===== src/design/tkps_pkg.sv =====
// ----------------------------------------------------------------------------
// tkps_pkg
// Shared types and constants of the top-K priority selector.
// ----------------------------------------------------------------------------
package tkps_pkg;

    localparam int MAX_K_DEF = 16;
    localparam int RANK_W    = 16;
    localparam int KEY_W     = 64;
    localparam int CFG_W     = 5;

    localparam logic [CFG_W-1:0] KEEP_COUNT_RESET = CFG_W'(1);

    typedef enum logic
    {
        MODE_OFFER = 1'b0,
        MODE_FLUSH = 1'b1
    } mode_t;

    typedef enum logic [1:0]
    {
        ST_IDLE,
        ST_SCAN,
        ST_DRAIN,
        ST_DECIDE
    } state_t;

    typedef struct packed
    {
        logic [RANK_W-1:0] rank;
        logic [KEY_W-1:0]  key;
    } rec_t;

endpackage


===== src/design/tkps_if.sv =====
// ----------------------------------------------------------------------------
// tkps_if
// Valid/ready channels of the top-K priority selector.
// ----------------------------------------------------------------------------
interface tkps_in_if;
    logic                          valid;
    logic                          ready;
    tkps_pkg::mode_t               mode;
    logic [tkps_pkg::RANK_W-1:0]   rank_value;
    logic [tkps_pkg::KEY_W-1:0]    record_key;

    modport source (output valid, output mode, output rank_value, output record_key,
                    input ready);
    modport sink   (input valid, input mode, input rank_value, input record_key,
                    output ready);
endinterface

interface tkps_out_if;
    logic                          valid;
    logic                          ready;
    logic [tkps_pkg::RANK_W-1:0]   out_rank;
    logic [tkps_pkg::KEY_W-1:0]    out_key;
    logic                          last_of_run;

    modport source (output valid, output out_rank, output out_key, output last_of_run,
                    input ready);
    modport sink   (input valid, input out_rank, input out_key, input last_of_run,
                    output ready);
endinterface

interface tkps_cfg_if;
    logic                          valid;
    logic                          ready;
    logic [tkps_pkg::CFG_W-1:0]    keep_count;

    modport source (output valid, output keep_count, input ready);
    modport sink   (input valid, input keep_count, output ready);
endinterface


===== src/design/tkps_cmp.sv =====
// ----------------------------------------------------------------------------
// tkps_cmp
// Shared record comparator: higher rank wins, equal ranks go to the smaller key.
// ----------------------------------------------------------------------------
module tkps_cmp
(
    input  tkps_pkg::rec_t a,
    input  tkps_pkg::rec_t b,
    output logic           above
);

    always_comb
    begin
        if (a.rank != b.rank)
        begin
            above = (a.rank > b.rank);
        end
        else
        begin
            above = (a.key < b.key);
        end
    end

endmodule


===== src/design/tkps_store.sv =====
// ----------------------------------------------------------------------------
// tkps_store
// Record store with one write port and one registered read port.
// ----------------------------------------------------------------------------
module tkps_store #(
    parameter int MAX_K = tkps_pkg::MAX_K_DEF,
    localparam int AW   = (MAX_K > 1) ? $clog2(MAX_K) : 1
)
(
    input  logic           clk,
    input  logic           we,
    input  logic [AW-1:0]  waddr,
    input  tkps_pkg::rec_t wdata,
    input  logic [AW-1:0]  raddr,
    output tkps_pkg::rec_t rdata
);

    tkps_pkg::rec_t mem [MAX_K];
    tkps_pkg::rec_t rdata_reg;

    always_ff @(posedge clk)
    begin
        if (we)
        begin
            mem[waddr] <= wdata;
        end
        rdata_reg <= mem[raddr];
    end

    assign rdata = rdata_reg;

endmodule


===== src/design/tkps_ctrl.sv =====
// ----------------------------------------------------------------------------
// tkps_ctrl
// Sequencer that scans the store one entry per cycle through the comparator,
// replacing the worst record on an offer and selecting the best on a flush.
// ----------------------------------------------------------------------------
module tkps_ctrl #(
    parameter int MAX_K = tkps_pkg::MAX_K_DEF,
    localparam int AW   = (MAX_K > 1) ? $clog2(MAX_K) : 1
)
(
    input  logic                       clk,
    input  logic                       rst_n,
    input  logic [tkps_pkg::CFG_W-1:0] keep_count,
    tkps_in_if.sink                    records,
    tkps_out_if.source                 results,
    output logic                       st_we,
    output logic [AW-1:0]              st_waddr,
    output tkps_pkg::rec_t             st_wdata,
    output logic [AW-1:0]              st_raddr,
    input  tkps_pkg::rec_t             st_rdata
);

    localparam int CW = $clog2(MAX_K + 1);

    tkps_pkg::state_t state_reg, state_next;
    logic [CW-1:0]    fill_reg, fill_next;
    logic [CW-1:0]    emit_reg, emit_next;
    logic [AW-1:0]    cnt_reg, cnt_next;
    logic [AW-1:0]    pass_reg, pass_next;
    logic [AW-1:0]    best_idx_reg, best_idx_next;
    logic [AW-1:0]    ridx_reg, ridx_next;
    logic             rv_reg, rv_next;
    logic             flush_reg, flush_next;
    logic             out_valid_reg, out_valid_next;
    logic             out_last_reg, out_last_next;
    tkps_pkg::rec_t   new_reg, new_next;
    tkps_pkg::rec_t   best_reg, best_next;
    tkps_pkg::rec_t   hold_reg, hold_next;
    tkps_pkg::rec_t   out_rec_reg, out_rec_next;

    tkps_pkg::rec_t   cmp_a;
    tkps_pkg::rec_t   cmp_b;
    tkps_pkg::rec_t   in_rec;
    logic             cmp_above;
    logic [CW-1:0]    lim;
    logic [CW-1:0]    emit_calc;
    logic [AW-1:0]    last_addr;
    logic             accept;
    logic             out_free;
    logic             final_pass;
    logic             first_entry;

    assign lim        = (int'(keep_count) > MAX_K) ? CW'(MAX_K) : CW'(keep_count);
    assign emit_calc  = (lim < fill_reg) ? lim : fill_reg;
    assign last_addr  = AW'(fill_reg - CW'(1));
    assign accept     = records.valid && records.ready;
    assign out_free   = !out_valid_reg || results.ready;
    assign final_pass = ((CW'(pass_reg) + CW'(1)) == emit_reg);
    assign first_entry = (ridx_reg == pass_reg);
    assign in_rec     = '{rank: records.rank_value, key: records.record_key};

    assign records.ready       = (state_reg == tkps_pkg::ST_IDLE);
    assign results.valid       = out_valid_reg;
    assign results.out_rank    = out_rec_reg.rank;
    assign results.out_key     = out_rec_reg.key;
    assign results.last_of_run = out_last_reg;

    always_comb
    begin
        if (state_reg == tkps_pkg::ST_DECIDE)
        begin
            cmp_a = new_reg;
            cmp_b = best_reg;
        end
        else if (flush_reg)
        begin
            cmp_a = st_rdata;
            cmp_b = best_reg;
        end
        else
        begin
            cmp_a = best_reg;
            cmp_b = st_rdata;
        end
    end

    tkps_cmp u_cmp
    (
        .a     (cmp_a),
        .b     (cmp_b),
        .above (cmp_above)
    );

    always_comb
    begin
        state_next = state_reg;
        case (state_reg)
            tkps_pkg::ST_IDLE:
            begin
                if (accept)
                begin
                    if (records.mode == tkps_pkg::MODE_FLUSH)
                    begin
                        if (emit_calc != '0)
                        begin
                            state_next = tkps_pkg::ST_SCAN;
                        end
                    end
                    else if ((lim != '0) && (fill_reg >= lim))
                    begin
                        state_next = tkps_pkg::ST_SCAN;
                    end
                end
            end
            tkps_pkg::ST_SCAN:
            begin
                if (cnt_reg == last_addr)
                begin
                    state_next = tkps_pkg::ST_DRAIN;
                end
            end
            tkps_pkg::ST_DRAIN:
            begin
                state_next = tkps_pkg::ST_DECIDE;
            end
            tkps_pkg::ST_DECIDE:
            begin
                if (!flush_reg)
                begin
                    state_next = tkps_pkg::ST_IDLE;
                end
                else if (out_free)
                begin
                    state_next = final_pass ? tkps_pkg::ST_IDLE : tkps_pkg::ST_SCAN;
                end
            end
            default:
            begin
                state_next = tkps_pkg::ST_IDLE;
            end
        endcase
    end

    always_comb
    begin
        fill_next      = fill_reg;
        emit_next      = emit_reg;
        cnt_next       = cnt_reg;
        pass_next      = pass_reg;
        best_idx_next  = best_idx_reg;
        ridx_next      = ridx_reg;
        rv_next        = 1'b0;
        flush_next     = flush_reg;
        new_next       = new_reg;
        best_next      = best_reg;
        hold_next      = hold_reg;
        out_valid_next = out_valid_reg;
        out_last_next  = out_last_reg;
        out_rec_next   = out_rec_reg;
        st_we          = 1'b0;
        st_waddr       = AW'(fill_reg);
        st_wdata       = in_rec;
        st_raddr       = cnt_reg;

        if (out_valid_reg && results.ready)
        begin
            out_valid_next = 1'b0;
        end

        if ((state_reg == tkps_pkg::ST_SCAN || state_reg == tkps_pkg::ST_DRAIN) && rv_reg)
        begin
            if (first_entry || cmp_above)
            begin
                best_next     = st_rdata;
                best_idx_next = ridx_reg;
            end
            if (first_entry)
            begin
                hold_next = st_rdata;
            end
        end

        case (state_reg)
            tkps_pkg::ST_IDLE:
            begin
                if (accept)
                begin
                    flush_next = (records.mode == tkps_pkg::MODE_FLUSH);
                    new_next   = in_rec;
                    pass_next  = '0;
                    cnt_next   = '0;
                    if (records.mode == tkps_pkg::MODE_FLUSH)
                    begin
                        emit_next = emit_calc;
                        if (emit_calc == '0)
                        begin
                            fill_next = '0;
                        end
                    end
                    else if ((lim != '0) && (fill_reg < lim))
                    begin
                        st_we     = 1'b1;
                        fill_next = fill_reg + CW'(1);
                    end
                end
            end
            tkps_pkg::ST_SCAN:
            begin
                rv_next   = 1'b1;
                ridx_next = cnt_reg;
                if (cnt_reg != last_addr)
                begin
                    cnt_next = cnt_reg + AW'(1);
                end
            end
            tkps_pkg::ST_DRAIN:
            begin
                rv_next = 1'b0;
            end
            tkps_pkg::ST_DECIDE:
            begin
                st_waddr = best_idx_reg;
                if (!flush_reg)
                begin
                    st_wdata = new_reg;
                    st_we    = cmp_above;
                end
                else if (out_free)
                begin
                    // The entry at the pass position moves into the slot of the
                    // selected record; the pass position is not read again.
                    st_wdata       = hold_reg;
                    st_we          = 1'b1;
                    out_valid_next = 1'b1;
                    out_rec_next   = best_reg;
                    out_last_next  = final_pass;
                    if (final_pass)
                    begin
                        fill_next = '0;
                    end
                    else
                    begin
                        pass_next = pass_reg + AW'(1);
                        cnt_next  = pass_reg + AW'(1);
                    end
                end
            end
            default:
            begin
                rv_next = 1'b0;
            end
        endcase
    end

    always_ff @(posedge clk or negedge rst_n)
    begin
        if (!rst_n)
        begin
            state_reg     <= tkps_pkg::ST_IDLE;
            fill_reg      <= '0;
            rv_reg        <= 1'b0;
            out_valid_reg <= 1'b0;
        end
        else
        begin
            state_reg     <= state_next;
            fill_reg      <= fill_next;
            rv_reg        <= rv_next;
            out_valid_reg <= out_valid_next;
        end
    end

    always_ff @(posedge clk)
    begin
        emit_reg     <= emit_next;
        cnt_reg      <= cnt_next;
        pass_reg     <= pass_next;
        best_idx_reg <= best_idx_next;
        ridx_reg     <= ridx_next;
        flush_reg    <= flush_next;
        new_reg      <= new_next;
        best_reg     <= best_next;
        hold_reg     <= hold_next;
        out_last_reg <= out_last_next;
        out_rec_reg  <= out_rec_next;
    end

    // The fill level never passes the store depth.
    assert property (@(posedge clk) disable iff (!rst_n) int'(fill_reg) <= MAX_K)
        else $error("fill level exceeds store depth");

    // Every write lands inside the store.
    assert property (@(posedge clk) disable iff (!rst_n) st_we |-> int'(st_waddr) < MAX_K)
        else $error("store write out of range");

    // Read data under comparison always belongs to a held record.
    assert property (@(posedge clk) disable iff (!rst_n)
        rv_reg |-> CW'(ridx_reg) < fill_reg)
        else $error("scan read beyond fill level");

    // A flush either starts a scan or leaves the store empty.
    assert property (@(posedge clk) disable iff (!rst_n)
        (accept && records.mode == tkps_pkg::MODE_FLUSH)
        |=> (state_reg == tkps_pkg::ST_SCAN || fill_reg == '0))
        else $error("flush neither scanned nor cleared the store");

endmodule


===== src/design/top_k_priority_select.sv =====
// ----------------------------------------------------------------------------
// top_k_priority_select
// Keeps the best K records of a stream and emits them ranked on a flush.
// ----------------------------------------------------------------------------
// An offer into a store that is not yet full is written without a scan. An
// offer into a full store makes one comparator walk the store one entry per
// cycle through its single registered read port to find the worst record,
// then decide on the replacement. A flush that emits E of N held records runs
// one pass per emitted record; each pass scans the remaining entries for the
// best record and may wait while a result sits in the output register. The
// input is not ready while a scan runs, but the last result of a flush may
// wait in the output register while the next item is taken. No clearing pass
// is needed after reset.
module top_k_priority_select #(
    parameter int MAX_K = tkps_pkg::MAX_K_DEF
)
(
    input  logic        clk,
    input  logic        rst_n,
    tkps_cfg_if.sink    config_wr,
    tkps_in_if.sink     records,
    tkps_out_if.source  results
);

    localparam int AW = (MAX_K > 1) ? $clog2(MAX_K) : 1;

    logic [tkps_pkg::CFG_W-1:0] keep_count_reg;
    logic [tkps_pkg::CFG_W-1:0] keep_count_next;
    logic                       st_we;
    logic [AW-1:0]              st_waddr;
    logic [AW-1:0]              st_raddr;
    tkps_pkg::rec_t             st_wdata;
    tkps_pkg::rec_t             st_rdata;

    assign config_wr.ready = 1'b1;
    assign keep_count_next = (config_wr.valid && config_wr.ready) ?
                             config_wr.keep_count : keep_count_reg;

    always_ff @(posedge clk or negedge rst_n)
    begin
        if (!rst_n)
        begin
            keep_count_reg <= tkps_pkg::KEEP_COUNT_RESET;
        end
        else
        begin
            keep_count_reg <= keep_count_next;
        end
    end

    tkps_store #(.MAX_K(MAX_K)) u_store
    (
        .clk   (clk),
        .we    (st_we),
        .waddr (st_waddr),
        .wdata (st_wdata),
        .raddr (st_raddr),
        .rdata (st_rdata)
    );

    tkps_ctrl #(.MAX_K(MAX_K)) u_ctrl
    (
        .clk        (clk),
        .rst_n      (rst_n),
        .keep_count (keep_count_reg),
        .records    (records),
        .results    (results),
        .st_we      (st_we),
        .st_waddr   (st_waddr),
        .st_wdata   (st_wdata),
        .st_raddr   (st_raddr),
        .st_rdata   (st_rdata)
    );

endmodule

===== src/flat_wrapper.sv =====
// flat-port wrapper written by rule: the top's interface ports become plain ports
module top_k_priority_select_flat 
#(
    parameter int MAX_K = tkps_pkg::MAX_K_DEF
)
  (clk, rst_n, config_wr_valid, config_wr_keep_count, config_wr_ready, records_valid, records_mode, records_rank_value, records_record_key, records_ready, results_valid, results_out_rank, results_out_key, results_last_of_run, results_ready);
  tkps_cfg_if config_wr_i ();
  tkps_in_if records_i ();
  tkps_out_if results_i ();
  input  logic clk;
  input  logic rst_n;
  input wire logic [$bits(config_wr_i.valid)-1:0] config_wr_valid;
  input wire logic [$bits(config_wr_i.keep_count)-1:0] config_wr_keep_count;
  output wire logic [$bits(config_wr_i.ready)-1:0] config_wr_ready;
  input wire logic [$bits(records_i.valid)-1:0] records_valid;
  input wire logic [$bits(records_i.mode)-1:0] records_mode;
  input wire logic [$bits(records_i.rank_value)-1:0] records_rank_value;
  input wire logic [$bits(records_i.record_key)-1:0] records_record_key;
  output wire logic [$bits(records_i.ready)-1:0] records_ready;
  output wire logic [$bits(results_i.valid)-1:0] results_valid;
  output wire logic [$bits(results_i.out_rank)-1:0] results_out_rank;
  output wire logic [$bits(results_i.out_key)-1:0] results_out_key;
  output wire logic [$bits(results_i.last_of_run)-1:0] results_last_of_run;
  input wire logic [$bits(results_i.ready)-1:0] results_ready;
  assign config_wr_i.valid = config_wr_valid;
  assign config_wr_i.keep_count = config_wr_keep_count;
  assign config_wr_ready = config_wr_i.ready;
  assign records_i.valid = records_valid;
  assign records_i.mode = records_mode;
  assign records_i.rank_value = records_rank_value;
  assign records_i.record_key = records_record_key;
  assign records_ready = records_i.ready;
  assign results_valid = results_i.valid;
  assign results_out_rank = results_i.out_rank;
  assign results_out_key = results_i.out_key;
  assign results_last_of_run = results_i.last_of_run;
  assign results_i.ready = results_ready;
  top_k_priority_select #(.MAX_K(MAX_K)) u_core (.clk(clk), .rst_n(rst_n), .config_wr(config_wr_i), .records(records_i), .results(results_i));
endmodule

===== config.mk =====
export PLATFORM = sky130hd
export DESIGN_NAME = top_k_priority_select_flat
export DESIGN_NICKNAME = d
export VERILOG_FILES = /design/src/design/tkps_pkg.sv /design/src/design/tkps_if.sv /design/src/design/tkps_cmp.sv /design/src/design/tkps_store.sv /design/src/design/tkps_ctrl.sv /design/src/design/top_k_priority_select.sv /design/src/flat_wrapper.sv
export SDC_FILE = /design/constraint.sdc
export NUM_CORES = 2
export LEC_CHECK = 0
export BUFFER_PORTS_ARGS = -buffer_cell sky130_fd_sc_hd__buf_2
export CORE_MARGIN = 4
export CORE_UTILIZATION = 60
export CTS_CLUSTER_SIZE = 16
export DETAILED_ROUTE_END_ITERATION = 7
export PLACE_DENSITY = 0.77
export SYNTH_ARGS = -nofsm -noshare
export SYNTH_HDL_FRONTEND = slang
export SYNTH_HIERARCHICAL = 1
export SYNTH_SLANG_ARGS = --single-unit

===== constraint.sdc =====
create_clock -name clk -period 14.8 [get_ports clk]
set_clock_uncertainty 0.2 [all_clocks]
set_input_delay 2.96 -clock clk [delete_from_list [all_inputs] [get_ports clk]]
set_output_delay 2.96 -clock clk [all_outputs]
set_load 0.01 [all_outputs]

[Word level (Yosys, flattened, before mapping)]
Memories as Yosys holds them, arrays and structs flattened. A register that Yosys moved wholly into a read port is not among the register bits.
Cells that the tools add are included.
Operators by class
  multipliers: 0
  order comparisons: 6
  muxes and demuxes: 48
  div/mod/pow operators: 0
  shift-type cells: 0
  reductions and logical operators: 24
  add/subtract/negate cells: 5
  bitwise logic cells: 0
  equal/unequal tests: 20
Operators by type and width (number)
  $mux W80: 7
  $lt A64 B64 Y1: 1
  $mux W5: 9
  $mux W4: 6
  $gt A16 B16 Y1: 1
  $ne A16 B16 Y1: 1
  $mux W1: 14
  $mux W2: 7
  $ne A3 B2 Y1 const B: 4
  $pmux W4 S3: 1
  $lt A5 B5 Y1: 2
  $ne A2 B2 Y1 const B: 5
  $pmux W5 S2: 1
  $reduce_and A5 Y1: 2
  $reduce_bool A5 Y1: 2
  $add A4 B1 Y4 const B: 2
  $eq A4 B4 Y1: 2
  $pmux W2 S4: 1
  $pmux W4 S2: 1
  $reduce_and A7 Y1: 1
  $reduce_and A2 Y1: 3
  $reduce_and A3 Y1: 2
  $reduce_and A6 Y1: 1
  $add A4 B1 Y5 const B: 1
  18 further kinds: 26
Storage, ports and cells
  ROM bits: 0
  memory bits (writable): 1280
  flip-flop bits (word level): 357
  memories: 1
  latch bits: 0
  output and inout bits: 84
Memories
  u_core.u_store.mem: depth 16, bits a word 80, rd ports 1, clocked after Yosys merged registers in 1, write ports 1, line tkps_store.sv:18  | tkps_pkg::rec_t mem [MAX_K];

[Logic depth before layout (Yosys ltp)]
  depth after elaboration: 10
  depth in mapped cells: 19
  gate-level depth less buffers: 15

[By module]
Netlist, hierarchy kept.
Modules (own cells, without submodules)
  tkps_store: seq. area each 40038.4 um^2, area an instance 49422.4 um^2, cells each 2054, instances 1
  tkps_ctrl: seq. area each 10525.1 um^2, area an instance 16062.9 um^2, cells each 1313, instances 1
  tkps_cmp: seq. area each 0.0 um^2, area an instance 2047.0 um^2, cells each 281, instances 1
  top_k_priority_select: seq. area each 126.4 um^2, area an instance 193.9 um^2, cells each 12, instances 1

[Worst setup path after synthesis]
No wires, ideal clock.
  path type: register -> register
  start point: register u_core.u_ctrl.state_reg[1]
  end point: register u_core.u_ctrl.best_idx_reg[0] (enable)
  path buffers: 0
  library setup time: 0.411 ns
  stages on the path, launching flop included: 6
  arrival: 10.277 ns
  path slack: 3.912 ns
  path through: dfrtp_1 > inv_1 > ha_1 > nand3_1 > nor4_1 > a31o_2
On the way
  word-level cells in the longest chain between the ends: 6
Ends and longest elaborated chain
  start: declaration: line tkps_ctrl.sv:25  | tkps_pkg::state_t state_reg, state_next;
  start signal: assignment: line tkps_ctrl.sv:259  | state_reg <= tkps_pkg::ST_IDLE;
  start signal: assignment: line tkps_ctrl.sv:266  | state_reg <= state_next;
  $eq A2 B2 Y1: line tkps_ctrl.sv:70  | if (state_reg == tkps_pkg::ST_DECIDE)
  $mux W80: line tkps_ctrl.sv:70
  $lt A64 B64 Y1, or another cell as far along: line tkps_cmp.sv:20  | above = (a.key < b.key);
  $mux W1: line tkps_cmp.sv:14  | if (a.rank != b.rank)
  $logic_or A1 B1 Y1: line tkps_ctrl.sv:172  | if (first_entry || cmp_above)
  $reduce_and A2 Y1 (no line) *
  end signal: assignment: line tkps_ctrl.sv:278  | best_idx_reg <= best_idx_next;
  end: declaration: line tkps_ctrl.sv:30  | logic [AW-1:0] best_idx_reg, best_idx_next;
Every way passes the cells marked *; elsewhere a longest branch is shown, timed or not.
A chain may end at the register's enable or synchronous reset.

==> out/metrics.cfg <==
[worst_setup_path]
r2r_setup_slack_ns=6.59
critical_path_required_ns=14.97
max_stage_delay_ns=1.02
critical_path.endpoint=u_core/u_store/mem[10][61]$_DFFE_PP_
r2r_start=u_core/u_ctrl/state_reg[1]$_DFFE_PN0P_
critPathCaptureType=flop
crit_fanout=56
path_cells=ha_4, nor2_4, buf_4, buf_4, mux2_2, inv_1, ha_1, a21oi_1, o21ai_1, a221o_1, a2111oi_4, o21ai_1, a21oi_1, o21ai_0, a21oi_1, nand3b_1, nor2_4, buf_4
start_kind=flop
arrival_ns=8.38
timing.rr.end=u_core/u_store/mem[10][61]$_DFFE_PP_
cpMaxStageDelayCell=buf_4
path_depth=18
reg2regPathDepth=18
worstSetupPathType=flop to flop
cpLargestDelayFamily=buffers and inverters
startpoint=u_core/u_ctrl/state_reg[1]$_DFFE_PN0P_
crit_buf_inv=4

[hold_path]
hold_start=u_core/u_ctrl/best_reg[27]$_DFFE_PP_
hold_path_class=flop to flop

[cts]
cts_buffers=168
root_buffer=clkbuf_16
cts_tree=built
cts_resized=0
path_clk_slew_ns=0.06
cts.sinks=1717
clk_latency_ns=0.77
cts_buffer_depth=3
hold_buffers=0
postCtsSetupBuffers=0
htreeDepth=4

[logic_synthesis]
yosys.area_share.adder_pct=1.70
synth-simple-area-share_pct=3.39
synth_xor_area_share_pct=0.246
netlist_area_mm2=0.0677
synth_compound_gate_area_share_pct=4.65
ys_top_cells_by_area=edfxtp_1 (72%), mux4_2 (11%), dfxtp_1 (2.4%)
yosys.area.top_type_share_pct=72.0
async_reset_ff_share_pct=0.815
synth-seq-cells=1717
synth_top_family_by_area=multiplexers
synth.net_count=3843
yosysSeqAreaShare_pct=74.8
synth_ff_type=edfxtp_1
synth_cell_types=66
synth_edf_count=1623
muxShareOfSynthArea_pct=13.3
avgSynthCellArea_um2=18.5
synthCells=3660
ys_warn_count=6
yosysTopAreaCell=edfxtp_1

[sta]
max-slew-margin-rel_pct=-1.17
period_needed_ns=8.21
hold_viol=0
fmax_mhz=122
setup_violations=0
fin_tns_setup_ns=0
rsz0062_at_grt=no
fin_hold_ws_ns=0.277
drv_slew=8
max_slew.worst_pin.slew_ns=1.50
fin_crit_sh_pct=55.5

[layout]
drive_gt1_share_pct=23.3
multi_input_area_mm2=0.0160
syn_to_final_growth_pct=11.7
fillers=6900
largest_reg_flops=1280
regMostFlops=u_core/u_store/mem
nets=4065
ff_latch_area_mm2=0.0507

[grt]
grt_pass1_vias=36200
grt_antenna_before_repair=3
globalRouteOverflowTotal=0
grt_max_degree=166
gr-usage-all-layers_pct=27.7
grt_pass1_wl_um=241000

[drt]
ant_nets=0
drt_iter0_markers=4832
drc=0
via_per_inst=6.56
vias=36200
wl_per_cell_um=29.4
wl_um=162000
dr.pass1.iters=5

[die]
row_count=122
core_area_mm2=0.111
chipWidth_um=344
die_h_um=344
io_pins=175
start_util_pct=60.8
die_area_mm2=0.118

[power]
p_leak_uw=0.0251
powerDensity_mw_per_mm2=205
pwr-share-seq_pct=43.6
internal_power_uw=10500
ir_worst_vdd_v=0.000268
p_comb_share_pct=29.9
p_sw_uw=5100
p_clk_share_pct=26.5
sw_frac_of_total_pct=32.8

[place]
dpl.hpwl_um=89100
place_congestion=0.819
port_buffers=173

[job]
maxCapViolCount=1

[status]
violations=max-capacitance violations, max-slew violations
outcome=finished, violations left

## synth_stat cells (7+ instances only)
cell,n
dfxtp_1,80
buf_2,47
mux4_2,320
buf_6,13
nor2b_1,7
a21o_1,10
nor2_1,189
edfxtp_1,1623
a22oi_1,161
clkbuf_1,100
buf_1,26
inv_1,92
o21ai_0,176
xnor2_1,10
nand3_1,19
xor2_1,9
dfrtp_1,13
ha_1,92
nand4_1,17
a21oi_1,118
mux2i_1,85
nand2_1,273
mux2_2,86
nor3_1,8
## power by group through the flow
stage / clock [uW] / combinational, uW / sequential (uW)
finish: 4120 / 4650 / 6780
global route: 4390 / 5020 / 6820
CTS: 4180 / 4610 / 6780
detailed placement: 0 / 4540 / 6860
global placement: 0 / 4460 / 6840
floorplan: 0 / 3180 / 6740
## cell usage in the layout (no fill, tap or decap), drive strengths merged, types with 3 or more instances in the layout
| master | netlist | final |
|---|---|---|
| dfrtp | 13 | 13 |
| xnor2 | 10 | 10 |
| buf | 91 | 243 |
| ha | 92 | 92 |
| inv | 92 | 100 |
| or3 | 3 | 3 |
| nor4 | 6 | 6 |
| mux4 | 320 | 320 |
| nor3 | 8 | 8 |
| nand4 | 17 | 17 |
| nand3b | 4 | 4 |
| and2 | 3 | 3 |
| a21oi | 118 | 118 |
| dfxtp | 80 | 80 |
| bufinv | 0 | 7 |
| xor2 | 9 | 9 |
| nor2b | 7 | 7 |
| nor2 | 190 | 190 |
| clkinv | 1 | 62 |
| nand3 | 19 | 19 |
| o22ai | 5 | 5 |
| mux2 | 86 | 86 |
| a22oi | 162 | 162 |
| edfxtp | 1623 | 1623 |
| a211oi | 3 | 3 |
| and3 | 3 | 3 |
| nand2b | 6 | 6 |
| a21o | 10 | 10 |
| clkinvlp | 0 | 7 |
| nand2 | 273 | 273 |
| o211ai | 4 | 4 |
| a2111oi | 3 | 3 |
| o21ai | 183 | 183 |
| clkbuf | 100 | 230 |
| mux2i | 85 | 85 |
| and4 | 6 | 6 |
## through the flow
stage | setup WS, ns | std cells | total power, uW | util, % | cell area [um2]
floorplan | 3.91 | 3660 | 9920 | - | 67700
CTS | 6.69 | 5512 | 15600 | 67.9 | 75600
global placement | 6.02 | 5198 | 11300 | 63.1 | 70300
global route | 6.40 | 5514 | 16200 | 67.9 | 75700
detailed placement | 6.67 | 5199 | 11400 | 63.1 | 70300
finish | 6.59 | 5515 | 15500 | 67.9 | 75700
## worst register-to-register path, stage by stage (launching register included)
cell       delay, ns
dfrtp_1         0.43
ha_4            0.33
nor2_4          0.16
buf_4           0.56
buf_4           0.70
mux2_2          0.43
inv_1           0.06
ha_1            0.23
a21oi_1         0.14
o21ai_1         0.10
a221o_1         0.40
a2111oi_4       0.53
o21ai_1         0.28
a21oi_1         0.36
o21ai_0         0.13
a21oi_1         0.36
nand3b_1        0.37
nor2_4          0.96
buf_4           1.02
## cell type report
class                   count  area share, %
flip-flops and latches   1717           67.0
multi-input cells        1659           21.2
clock buffers             230           6.09
well taps                1488           2.46
repair buffers            243           1.87
clock inverters            83          0.952
inverters                  93          0.461
diodes                      2        0.00661
## how the worst min path moves through the flow
| stage | end | cells past startpoint |
|---|---|---|
| floorplan | u_core/u_ctrl/best_reg[0]$_DFFE_PP_ | 0 |
| global placement | u_core/u_ctrl/best_reg[15]$_DFFE_PP_ | 0 |
| detailed placement | u_core/u_ctrl/hold_reg[35]$_DFFE_PP_ | 0 |
| CTS | u_core/u_ctrl/results.out_key[27]$_DFFE_PP_ | 0 |
| global route | u_core/u_ctrl/results.out_key[27]$_DFFE_PP_ | 0 |
| finish | u_core/u_ctrl/results.out_key[27]$_DFFE_PP_ | 0 |
## layer usage
| metal | track usage (%) | share of wire, % |
|---|---|---|
| met1 | 40.8 | 39 |
| met2 | 44.3 | 49 |
| met4 | 7.06 | 2.2 |
| met5 | 0 | 0 |
| met3 | 4.67 | 9.9 |
## kinds of logic after synthesis
logic type | count (synthesis)
buffers and inverters | 284
xor gates and xnor gates | 19
AOI/OAI and AO/OA | 507
DFF | 1717
adders and majority gates | 92
other | 1
muxes | 491
and+or+nand+nor | 549
Note: power is estimated with default switching activity, not from simulation.
